<file path="src/sv/bdh_pkg.sv">
// Package for the button debouncer with hold and auto-repeat.
// Holds the payload structs, the queue command and the shared codes and sizes.
// No dependencies.
package bdh_pkg;

	localparam int NUM_BUTTONS = 5;
	localparam int TIME_BITS   = 32;
	localparam int BIDX_W      = $clog2(NUM_BUTTONS);
	localparam int QDEPTH      = 2;
	localparam int QPTR_W      = (QDEPTH > 1) ? $clog2(QDEPTH) : 1;
	localparam int QCNT_W      = $clog2(QDEPTH + 1);
	localparam int TAP_EXTRA   = 80;
	localparam int HOLD_EXTRA  = 200;

	localparam logic [1:0] FUNC_TICK = 2'd0;
	localparam logic [1:0] FUNC_TAP  = 2'd1;
	localparam logic [1:0] FUNC_HOLD = 2'd2;

	localparam logic [1:0] KIND_PRESS   = 2'd0;
	localparam logic [1:0] KIND_RELEASE = 2'd1;
	localparam logic [1:0] KIND_REPEAT  = 2'd2;
	localparam logic [1:0] KIND_HOLD    = 2'd3;

	localparam logic [2:0] REG_DEBOUNCE     = 3'd0;
	localparam logic [2:0] REG_HOLD_TIME    = 3'd1;
	localparam logic [2:0] REG_REPEAT_AFTER = 3'd2;
	localparam logic [2:0] REG_REPEAT_EVERY = 3'd3;
	localparam logic [2:0] REG_REPEAT_MASK  = 3'd4;

	localparam logic OP_TICK = 1'b0;
	localparam logic OP_VSET = 1'b1;

	typedef struct packed {
		logic [1:0]  func;
		logic [31:0] now;
		logic [4:0]  pins_low;
		logic [2:0]  button;
	} in_item_t;

	typedef struct packed {
		logic [2:0] event_button;
		logic [1:0] event_kind;
		logic       last;
	} out_item_t;

	typedef struct packed {
		logic [15:0] debounce_time;
		logic [15:0] hold_time;
		logic [15:0] repeat_after;
		logic [15:0] repeat_every;
		logic [4:0]  repeat_mask;
	} cfg_t;

	// Decoded command: a tick carries now and pins, a virtual set carries the deadline
	typedef struct packed {
		logic                   op;
		logic [TIME_BITS-1:0]   tval;
		logic [NUM_BUTTONS-1:0] pins;
		logic [BIDX_W-1:0]      button;
	} cmd_t;

	typedef struct packed {
		logic full;
		logic empty;
	} q_status_t;

endpackage

</file>
<file path="src/sv/button_debounce_hold_repeat.sv">
// Top level of the button debouncer with hold and auto-repeat.
// Holds the configuration registers; uses bdh_pkg, bdh_front, bdh_queue, bdh_back.
//
//  channel | handshake           | payload
//  --------+---------------------+----------------------------------------
//  in      | in_valid / in_ready | in_data: func, now, pins_low, button
//  out     | out_valid/out_ready | out_data: event_button, event_kind, last
//  cfg     | cfg_we              | cfg_idx, cfg_wdata
//
// A tick runs through phases A and B for each button in turn in the back-end
// engine, then emits one event per cycle while the output is taken. Virtual
// taps and holds are applied in the idle state as they are popped.
// The two-deep command queue keeps taking input while events wait on the output.
// Reset restores the register defaults and clears the button flags at once; the per-button time stores are not reset.
module button_debounce_hold_repeat (
	input  logic               clk,
	input  logic               arst_n,
	input  logic               in_valid,
	output logic               in_ready,
	input  bdh_pkg::in_item_t  in_data,
	output logic               out_valid,
	input  logic               out_ready,
	output bdh_pkg::out_item_t out_data,
	input  logic               cfg_we,
	input  logic [2:0]         cfg_idx,
	input  logic [15:0]        cfg_wdata
);
	import bdh_pkg::*;

	cfg_t      cfg_q;
	q_status_t q_stat;
	logic      push;
	cmd_t      push_cmd;
	logic      pop;
	cmd_t      head;

	always_ff @(posedge clk or negedge arst_n) begin
		if (!arst_n) begin
			cfg_q.debounce_time <= 16'd20;
			cfg_q.hold_time     <= 16'd1000;
			cfg_q.repeat_after  <= 16'd1000;
			cfg_q.repeat_every  <= 16'd100;
			cfg_q.repeat_mask   <= 5'd3;
		end else if (cfg_we) begin
			unique case (cfg_idx)
				REG_DEBOUNCE:     cfg_q.debounce_time <= cfg_wdata;
				REG_HOLD_TIME:    cfg_q.hold_time     <= cfg_wdata;
				REG_REPEAT_AFTER: cfg_q.repeat_after  <= cfg_wdata;
				REG_REPEAT_EVERY: cfg_q.repeat_every  <= cfg_wdata;
				REG_REPEAT_MASK:  cfg_q.repeat_mask   <= cfg_wdata[4:0];
				default: ;
			endcase
		end
	end

	bdh_front u_front (
		.in_valid (in_valid),
		.in_ready (in_ready),
		.in_data  (in_data),
		.cfg      (cfg_q),
		.q_stat   (q_stat),
		.push     (push),
		.push_cmd (push_cmd)
	);

	bdh_queue u_queue (
		.clk      (clk),
		.arst_n   (arst_n),
		.push     (push),
		.push_cmd (push_cmd),
		.pop      (pop),
		.head     (head),
		.q_stat   (q_stat)
	);

	bdh_back u_back (
		.clk       (clk),
		.arst_n    (arst_n),
		.cfg       (cfg_q),
		.head      (head),
		.q_stat    (q_stat),
		.pop       (pop),
		.out_valid (out_valid),
		.out_ready (out_ready),
		.out_data  (out_data)
	);

endmodule

</file>
<file path="src/sv/bdh_front.sv">
// Front end: takes input transactions, drops unused codes and out-of-range buttons,
// and turns the rest into queue commands, working out virtual deadlines. Uses bdh_pkg.
module bdh_front (
	input  logic              in_valid,
	output logic              in_ready,
	input  bdh_pkg::in_item_t in_data,
	input  bdh_pkg::cfg_t     cfg,
	input  bdh_pkg::q_status_t q_stat,
	output logic              push,
	output bdh_pkg::cmd_t     push_cmd
);
	import bdh_pkg::*;

	logic                 btn_ok;
	logic                 is_tick;
	logic                 is_vset;
	logic [TIME_BITS-1:0] now_t;
	logic [16:0]          hold_extra;
	logic [TIME_BITS-1:0] extra;

	assign in_ready   = !q_stat.full;
	assign now_t      = in_data.now[TIME_BITS-1:0];
	assign btn_ok     = in_data.button < 3'(NUM_BUTTONS);
	assign is_tick    = in_data.func == FUNC_TICK;
	assign is_vset    = (in_data.func == FUNC_TAP || in_data.func == FUNC_HOLD) && btn_ok;
	assign hold_extra = {1'b0, cfg.hold_time} + 17'(HOLD_EXTRA);
	assign extra      = (in_data.func == FUNC_TAP) ? TIME_BITS'(TAP_EXTRA)
	                                               : TIME_BITS'(hold_extra);

	// Unused func codes and bad indices are accepted and dropped here
	assign push = in_valid && in_ready && (is_tick || is_vset);

	always_comb begin
		push_cmd.op     = is_tick ? OP_TICK : OP_VSET;
		push_cmd.tval   = is_tick ? now_t : now_t + extra;
		push_cmd.pins   = NUM_BUTTONS'(in_data.pins_low);
		push_cmd.button = in_data.button[BIDX_W-1:0];
	end

endmodule

</file>
<file path="src/sv/bdh_queue.sv">
// Short command queue between front and back end.
// Register array with read and write pointers. Uses bdh_pkg.
module bdh_queue (
	input  logic               clk,
	input  logic               arst_n,
	input  logic               push,
	input  bdh_pkg::cmd_t      push_cmd,
	input  logic               pop,
	output bdh_pkg::cmd_t      head,
	output bdh_pkg::q_status_t q_stat
);
	import bdh_pkg::*;

	cmd_t              mem_q [QDEPTH];
	logic [QPTR_W-1:0] wptr_q;
	logic [QPTR_W-1:0] rptr_q;
	logic [QCNT_W-1:0] cnt_q;

	assign head         = mem_q[rptr_q];
	assign q_stat.full  = cnt_q == QCNT_W'(QDEPTH);
	assign q_stat.empty = cnt_q == '0;

	always_ff @(posedge clk) begin
		if (push) begin
			mem_q[wptr_q] <= push_cmd;
		end
	end

	always_ff @(posedge clk or negedge arst_n) begin
		if (!arst_n) begin
			wptr_q <= '0;
			rptr_q <= '0;
			cnt_q  <= '0;
		end else begin
			if (push) begin
				wptr_q <= (wptr_q == QPTR_W'(QDEPTH - 1)) ? '0 : wptr_q + 1'b1;
			end
			if (pop) begin
				rptr_q <= (rptr_q == QPTR_W'(QDEPTH - 1)) ? '0 : rptr_q + 1'b1;
			end
			if (push && !pop) begin
				cnt_q <= cnt_q + 1'b1;
			end else if (pop && !push) begin
				cnt_q <= cnt_q - 1'b1;
			end
		end
	end

endmodule

</file>
<file path="src/sv/bdh_back.sv">
// Back end: per-button debounce, hold and repeat engine, one button at a time in phases A and B,
// then serial event emission through the output register. Uses bdh_pkg.
module bdh_back (
	input  logic               clk,
	input  logic               arst_n,
	input  bdh_pkg::cfg_t      cfg,
	input  bdh_pkg::cmd_t      head,
	input  bdh_pkg::q_status_t q_stat,
	output logic               pop,
	output logic               out_valid,
	input  logic               out_ready,
	output bdh_pkg::out_item_t out_data
);
	import bdh_pkg::*;

	localparam logic [1:0] ST_IDLE = 2'd0;
	localparam logic [1:0] ST_PA   = 2'd1;
	localparam logic [1:0] ST_PB   = 2'd2;
	localparam logic [1:0] ST_EMIT = 2'd3;

	logic [1:0]                  state_q;
	logic [BIDX_W-1:0]           cnt_q;
	logic [TIME_BITS-1:0]        now_q;
	logic [NUM_BUTTONS-1:0]      pins_q;

	logic [NUM_BUTTONS-1:0]      raw_q;
	logic [NUM_BUTTONS-1:0]      stable_q;
	logic [NUM_BUTTONS-1:0]      hold_sent_q;
	logic [NUM_BUTTONS-1:0]      vact_q;
	logic [TIME_BITS-1:0]        last_edge_q [NUM_BUTTONS];
	logic [TIME_BITS-1:0]        press_q     [NUM_BUTTONS];
	logic [TIME_BITS-1:0]        last_rep_q  [NUM_BUTTONS];
	logic [TIME_BITS-1:0]        vuntil_q    [NUM_BUTTONS];

	// Pending events of this tick: edge, repeat, hold per button
	logic [NUM_BUTTONS-1:0][2:0] ev_q;
	logic [NUM_BUTTONS-1:0]      edge_press_q;

	logic      out_valid_q;
	out_item_t out_q;

	// Phase A
	logic [TIME_BITS-1:0] vdiff;
	logic                 vheld;
	logic                 raw_new;

	// Phase B
	logic [TIME_BITS-1:0] edge_age;
	logic [TIME_BITS-1:0] held;
	logic [TIME_BITS-1:0] rep_age;
	logic                 chg;
	logic                 new_press;
	logic                 stable_new;
	logic                 rep_cond;
	logic                 rep_fire;
	logic                 hold_fire;

	// Emission
	logic [BIDX_W-1:0]           sel_b;
	logic [1:0]                  sel_s;
	logic [NUM_BUTTONS-1:0][2:0] ev_clr;
	logic                        ev_last;
	logic                        slot_free;
	logic                        load;
	logic [1:0]                  sel_kind;

	assign out_valid = out_valid_q;
	assign out_data  = out_q;
	assign pop       = (state_q == ST_IDLE) && !q_stat.empty;
	assign slot_free = !out_valid_q || out_ready;
	assign load      = (state_q == ST_EMIT) && (ev_q != '0) && slot_free;

	assign vdiff   = now_q - vuntil_q[cnt_q];
	assign vheld   = vact_q[cnt_q] && vdiff[TIME_BITS-1];
	assign raw_new = pins_q[cnt_q] || vheld;

	always_comb begin
		edge_age   = now_q - last_edge_q[cnt_q];
		held       = now_q - press_q[cnt_q];
		rep_age    = now_q - last_rep_q[cnt_q];
		chg        = (raw_q[cnt_q] != stable_q[cnt_q]) &&
		             (edge_age >= TIME_BITS'(cfg.debounce_time));
		new_press  = chg && raw_q[cnt_q];
		stable_new = chg ? raw_q[cnt_q] : stable_q[cnt_q];
		// A fresh press has zero held time and zero time since the last repeat
		if (new_press) begin
			rep_cond  = (cfg.repeat_after == '0) && (cfg.repeat_every == '0);
			hold_fire = cfg.hold_time == '0;
		end else begin
			rep_cond  = (held >= TIME_BITS'(cfg.repeat_after)) &&
			            (rep_age >= TIME_BITS'(cfg.repeat_every));
			hold_fire = stable_new && !hold_sent_q[cnt_q] &&
			            (held >= TIME_BITS'(cfg.hold_time));
		end
		rep_fire = stable_new && cfg.repeat_mask[cnt_q] && rep_cond;
	end

	// Lowest pending event wins
	always_comb begin
		sel_b = '0;
		sel_s = '0;
		for (int b = NUM_BUTTONS - 1; b >= 0; b--) begin
			for (int s = 2; s >= 0; s--) begin
				if (ev_q[b][s]) begin
					sel_b = BIDX_W'(b);
					sel_s = 2'(s);
				end
			end
		end
		ev_clr               = ev_q;
		ev_clr[sel_b][sel_s] = 1'b0;
		ev_last              = ev_clr == '0;
		unique case (sel_s)
			2'd0:    sel_kind = edge_press_q[sel_b] ? KIND_PRESS : KIND_RELEASE;
			2'd1:    sel_kind = KIND_REPEAT;
			default: sel_kind = KIND_HOLD;
		endcase
	end

	// Per-button time stores: read only after written, so no reset
	always_ff @(posedge clk) begin
		if (pop && head.op == OP_TICK) begin
			now_q  <= head.tval;
			pins_q <= head.pins;
		end
		if (pop && head.op == OP_VSET) begin
			vuntil_q[head.button] <= head.tval;
		end
		if (state_q == ST_PA && raw_new != raw_q[cnt_q]) begin
			last_edge_q[cnt_q] <= now_q;
		end
		if (state_q == ST_PB) begin
			if (new_press || rep_fire) begin
				last_rep_q[cnt_q] <= now_q;
			end
			if (new_press) begin
				press_q[cnt_q] <= now_q;
			end
		end
		if (load) begin
			out_q.event_button <= 3'(sel_b);
			out_q.event_kind   <= sel_kind;
			out_q.last         <= ev_last;
		end
	end

	always_ff @(posedge clk or negedge arst_n) begin
		if (!arst_n) begin
			state_q      <= ST_IDLE;
			cnt_q        <= '0;
			raw_q        <= '0;
			stable_q     <= '0;
			hold_sent_q  <= '0;
			vact_q       <= '0;
			ev_q         <= '0;
			edge_press_q <= '0;
			out_valid_q  <= 1'b0;
		end else begin
			if (load) begin
				out_valid_q <= 1'b1;
			end else if (out_ready) begin
				out_valid_q <= 1'b0;
			end
			unique case (state_q)
				ST_IDLE: begin
					if (pop) begin
						if (head.op == OP_VSET) begin
							vact_q[head.button] <= 1'b1;
						end else begin
							cnt_q   <= '0;
							ev_q    <= '0;
							state_q <= ST_PA;
						end
					end
				end
				ST_PA: begin
					// Drop an expired virtual deadline
					if (vact_q[cnt_q] && !vheld) begin
						vact_q[cnt_q] <= 1'b0;
					end
					raw_q[cnt_q] <= raw_new;
					state_q      <= ST_PB;
				end
				ST_PB: begin
					stable_q[cnt_q]     <= stable_new;
					ev_q[cnt_q]         <= {hold_fire, rep_fire, chg};
					edge_press_q[cnt_q] <= raw_q[cnt_q];
					if (hold_fire) begin
						hold_sent_q[cnt_q] <= 1'b1;
					end else if (new_press) begin
						hold_sent_q[cnt_q] <= 1'b0;
					end
					if (cnt_q == BIDX_W'(NUM_BUTTONS - 1)) begin
						state_q <= ST_EMIT;
					end else begin
						cnt_q   <= cnt_q + 1'b1;
						state_q <= ST_PA;
					end
				end
				ST_EMIT: begin
					if (ev_q == '0) begin
						state_q <= ST_IDLE;
					end else if (load) begin
						ev_q <= ev_clr;
						if (ev_last) begin
							state_q <= ST_IDLE;
						end
					end
				end
			endcase
		end
	end

endmodule

</file>
<file path="config.mk">
export PLATFORM = sky130hd
export DESIGN_NAME = button_debounce_hold_repeat
export DESIGN_NICKNAME = d
export VERILOG_FILES = /design/src/sv/bdh_pkg.sv /design/src/sv/button_debounce_hold_repeat.sv /design/src/sv/bdh_front.sv /design/src/sv/bdh_queue.sv /design/src/sv/bdh_back.sv
export SDC_FILE = /design/constraint.sdc
export NUM_CORES = 1
export LEC_CHECK = 0
export BUFFER_PORTS_ARGS = -buffer_cell sky130_fd_sc_hd__buf_2
export CAP_MARGIN = 30
export CORE_ASPECT_RATIO = 2
export CORE_MARGIN = 8
export CORE_UTILIZATION = 55
export DETAILED_ROUTE_END_ITERATION = 10
export PLACE_DENSITY = 0.71
export SETUP_SLACK_MARGIN = 0.05
export SYNTH_ARGS = -nofsm -noshare
export SYNTH_HDL_FRONTEND = slang
export SYNTH_SLANG_ARGS = --single-unit
</file>
<file path="constraint.sdc">
create_clock -name clk -period 29.7 [get_ports clk]
set_input_delay 5.94 -clock clk [delete_from_list [all_inputs] [get_ports clk]]
set_output_delay 5.94 -clock clk [all_outputs]
set_load 0.02 [all_outputs]
</file>
==> results.sh <==
export IMPL_grt_pass1_wl_mm=171
export IMPL_fin_skew_ns=0.0364
export IMPL_synth_most_common_cell="sky130_fd_sc_hd__edfxtp_1"
export IMPL_ys_flop_type="sky130_fd_sc_hd__edfxtp_1"
export IMPL_final_period_minus_worst_setup_slack_ns=9.60
export IMPL_gp_congestion=0.963
export IMPL_highest_net_fanout_along_the_worst_path=17
export IMPL_endpoint_kind_of_the_worst_setup_timing_path="register"
export IMPL_worst_ep_arrival_time_ns=9.99
export IMPL_cts_num_sinks=884
export IMPL_setup_viol=0
export IMPL_cts_buffers=77
export IMPL_leakagePower_nw=17.3
export IMPL_clock_power_share=0.203
export IMPL_drv_max_cap_violation_count=0
export IMPL_cts_post_setup_buffers_inserted=0
export IMPL_avgRoutedWirePerCell_um=25.6
export IMPL_worst_slew_pin_slew_ns=1.09
export IMPL_grt_pass1_vias=29100
export IMPL_fp_dieArea_um2=87500
export IMPL_ys_seq_elements=884
export IMPL_syn_inst=3277
export IMPL_power_per_cell_area_nw_per_um2=105
export IMPL_clock_input_transition_at_the_sequential_cells_of_the_worst_setup_and_hold_paths_ns=0.06
export IMPL_detail_route_drc_violations=0
export IMPL_drive_gt1_frac=0.139
export IMPL_netlist_top_cell_by_area="sky130_fd_sc_hd__edfxtp_1"
export IMPL_die_h_um=410
export IMPL_final_seq_area_um2=26000
export IMPL_share_of_synthesized_area_occupied_by_flip_flops_and_latches=0.607
export IMPL_finish_net_count=3665
export IMPL_design_core_area_um2=77100
export IMPL_p_seq_frac=0.321
export IMPL_buffer_levels_on_the_longest_clock_path=3
export IMPL_timing_critical_path_from_type="primary input"
export IMPL_critical_path_n_buffers_inverters=4
export IMPL_finalWorstSetupSlack_ns=20.10
export IMPL_placement_io_buffers=73
export IMPL_synth_top_cells_by_area="sky130_fd_sc_hd__edfxtp_1 (54%), sky130_fd_sc_hd__ha_1 (6.2%), sky130_fd_sc_hd__dfrtp_1 (5.9%)"
export IMPL_num_rows=144
export IMPL_insertedDiodeCount=0
export IMPL_detailedPlacementHpwl_mm=80.7
export IMPL_power_switching_w=0.00203
export IMPL_dr_total_vias=28200
export IMPL_cpMostUsedCell="sky130_fd_sc_hd__o21ai_0"
export IMPL_power_frac_comb=0.476
export IMPL_commonest_cells_in_the_synthesized_netlist="sky130_fd_sc_hd__edfxtp_1 (765), sky130_fd_sc_hd__nor2_1 (282), sky130_fd_sc_hd__nand2_1 (214), sky130_fd_sc_hd__ha_1 (212), sky130_fd_sc_hd__a21oi_1 (206)"
export IMPL_post_dp_cell_area_um2=44800
export IMPL_tritoncts="done"
export IMPL_finalHoldViolations=0
export IMPL_cell_area_after_layout_um2=47300
export IMPL_grt_max_degree=115
export IMPL_cp_slowest_stage_delay_ns=0.60
export IMPL_ant_nets=0
export IMPL_max_freq_mhz=104
export IMPL_crit_path_cell_trace="buf_2, inv_1, ha_1, nor2b_1, ha_1, inv_1, fa_1, nor2b_1, o21ai_0, a21oi_1, o21a_1, o21ai_0, a21oi_1, o31ai_1, o21ai_0, o41ai_1, buf_4, nor3b_1, xor2_1"
export IMPL_peakVddDrop_v=0.0000689
export IMPL_clock_insertion_delay_worst_skew_ns=0.68
export IMPL_detail_route_first_pass_iterations=5
export IMPL_area_share_of_the_largest_cell_type_after_synthesis=0.537
export IMPL_sw_share=0.408
export IMPL_dieWidth_um=213
export IMPL_pin_count=74
export IMPL_dr_first_iter_drc_count=1884
export IMPL_synth_async_sr_flop_share=0.135
export IMPL_fill_cells=6023
export IMPL_criticalPathCategory="primary input to register"
export IMPL_avgSynthCellArea_um2=13.0
export IMPL_max_slew_headroom_at_the_worst_pin=0.273
export IMPL_area_occupied_by_multi_input_gates_um2=16000
export IMPL_grt_setup_unrepaired="false"
export IMPL_timing_critical_path_required_ns=30.10
export IMPL_globalRoute_totalOverflow=0
export IMPL_detailedPlace_worstSlack_ns=19.47
export IMPL_power_total_w=0.00498
export IMPL_post_cts_resized=0
export IMPL_outcome="finished clean"
export IMPL_ys_warn_count=0
export IMPL_viasPerCell=6.31
export IMPL_area_growth_pct=10.7
export IMPL_finalSetupTns_ns=0
export IMPL_timing_hold_worst_class="register to register"
export IMPL_syn_num_nets=3559
export IMPL_initial_util=0.555
export IMPL_grt_use_total=0.260
export IMPL_number_of_flops_mapped_to_enable_cells_by_yosys=765
export IMPL_h_tree_depth=3
export IMPL_cts_root_buffer_cell="sky130_fd_sc_hd__clkbuf_16"
export IMPL_family_of_cells_with_the_greatest_summed_delay_on_the_critical_path="compound AO/OA/AOI/OAI gates"
export IMPL_ys_types=86
export IMPL_post_cts_hold_buffer_count=0
export IMPL_route_final_wire_length_mm=114
export IMPL_slew_viol_final=0
export IMPL_cell_int_power_w=0.00295
export IMPL_syn_cell_area_um2=42800
export IMPL_timing_critical_path_slowest_stage_cell="sky130_fd_sc_hd__o31ai_1"
export IMPL_fin_crit_sh=0.323
export IMPL_antenna_found_initial=3
-- power groups by stage --
| stage | clock network, W | registers, W | logic [W] |
|---|---|---|---|
| after global routing | 0.00107 | 0.00161 | 0.00258 |
| final | 0.00101 | 0.00160 | 0.00237 |
| after detailed placement | 0 | 0.00162 | 0.00233 |
| after CTS | 0.00103 | 0.00160 | 0.00235 |
| after floorplan | 0 | 0.00159 | 0.00164 |
| after global placement | 0 | 0.00162 | 0.00228 |
-- final cells by class --
cell class                 count  share of cell area
clock inverter                48              0.0104
tap                         1022              0.0270
multi-input combinational   2130               0.339
inverter                     141              0.0112
sequential                   884               0.549
timing repair buffer         149              0.0209
clock buffer                  95              0.0426
-- routing by layer --
layer,track usage,wire length [um],vias to the layer above
met5,0,0,-
met4,0.151,6710,0
met3,0.0242,5050,291
met2,0.483,62100,990
met1,0.283,40500,14200
li1,-,-,12800
-- worst register-to-register path, cell delays in order (launching register included) --
cell	delay (ns)
sky130_fd_sc_hd__dfrtp_4	0.67
sky130_fd_sc_hd__inv_2	0.69
sky130_fd_sc_hd__nand2_1	0.70
sky130_fd_sc_hd__o21ai_0	0.36
sky130_fd_sc_hd__a221oi_1	0.09
sky130_fd_sc_hd__ha_1	0.25
sky130_fd_sc_hd__a2111o_1	0.41
sky130_fd_sc_hd__o21ai_0	0.46
sky130_fd_sc_hd__a21oi_1	0.32
sky130_fd_sc_hd__and2_1	0.26
sky130_fd_sc_hd__o21ai_0	0.15
sky130_fd_sc_hd__nand2b_1	0.07
sky130_fd_sc_hd__a21oi_1	0.17
sky130_fd_sc_hd__xnor2_1	0.08
sky130_fd_sc_hd__ha_1	0.24
sky130_fd_sc_hd__a2111oi_0	0.76
sky130_fd_sc_hd__o311ai_0	0.35
sky130_fd_sc_hd__a211o_1	0.34
sky130_fd_sc_hd__or4_1	0.40
sky130_fd_sc_hd__nor4_1	0.24
sky130_fd_sc_hd__nand4_1	0.43
sky130_fd_sc_hd__nand2_1	0.56
sky130_fd_sc_hd__a211oi_4	0.12
sky130_fd_sc_hd__buf_4	0.31
-- path summary, 6_finish.rpt --
| kind | to | slack [ns] | start | cells past startpoint |
|---|---|---|---|---|
| max in group asynchronous | cfg_q[54]$_DFFE_PN0P_ | 22.96 | arst_n | 2 |
| worst max register to register | u_back.last_rep_q[3][24]$_DFFE_PP_ | 20.86 | u_back.cnt_q[1]$_DFFE_PN0P_ | 23 |
| worst min register to register | u_back.edge_press_q[1]$_DFFE_PN0P_ | 0.49 | u_back.edge_press_q[1]$_DFFE_PN0P_ | 2 |
| worst max-delay path | u_queue.mem_q[0][26]$_DFFE_PP_ | 20.10 | in_data[41] | 19 |
| min in group asynchronous | u_back.vact_q[0]$_DFFE_PN0P_ | 5.34 | arst_n | 1 |
| worst min-delay path | u_back.edge_press_q[1]$_DFFE_PN0P_ | 0.49 | u_back.edge_press_q[1]$_DFFE_PN0P_ | 2 |
-- metrics by stage --
stage / util / std cells / hold WS [ns]
after detailed placement: 0.581 / 4323 / 0.472
final: 0.614 / 4469 / 0.486
after floorplan: - / 3277 / 0.445
after global placement: 0.580 / 4320 / 0.459
after global routing: 0.614 / 4469 / 0.507
after CTS: 0.613 / 4466 / 0.487
-- registers in the layout (all words and copies together), names as in the netlist, 3 cells and up, named ones only --
signal and cells:
cfg_q 69, u_back.cnt_q 3, u_back.last_rep_q 160, u_back.out_data 6, u_back.now_q 32, u_back.vuntil_q 160, u_back.vact_q 5, u_back.ev_q 15
u_back.edge_press_q 5, u_queue.mem_q 82, u_back.pins_q 5, u_back.raw_q 5, u_back.stable_q 5, u_back.last_edge_q 160, u_back.press_q 160
-- cell families (layout without fill, tap and decap cells) --
kind of cell	Yosys count	count (layout)	synth area share
flops	884	884	0.607
simple gates	783	783	0.0851
compound gates	759	759	0.116
mux	267	267	0.0833
buf+inv	263	433	0.0233
fa+ha+maj	216	216	0.0639
xor+xnor	105	105	0.0215
-- cells in the final DEF, fill, tap and decap left out, types with 64 or more instances in the layout --
cell type                   instances
sky130_fd_sc_hd__o21ai_0          198
sky130_fd_sc_hd__mux2_2            71
sky130_fd_sc_hd__nor2_1           266
sky130_fd_sc_hd__buf_4             72
sky130_fd_sc_hd__buf_2             72
sky130_fd_sc_hd__inv_1            139
sky130_fd_sc_hd__a21oi_1          206
sky130_fd_sc_hd__edfxtp_1         765
sky130_fd_sc_hd__nand2_1          214
sky130_fd_sc_hd__a221oi_1          72
sky130_fd_sc_hd__dfrtp_1           96
sky130_fd_sc_hd__clkbuf_16         77
sky130_fd_sc_hd__mux4_2            64
sky130_fd_sc_hd__mux2i_1          132
sky130_fd_sc_hd__ha_1             212
Power figures use the tool's default switching activity.
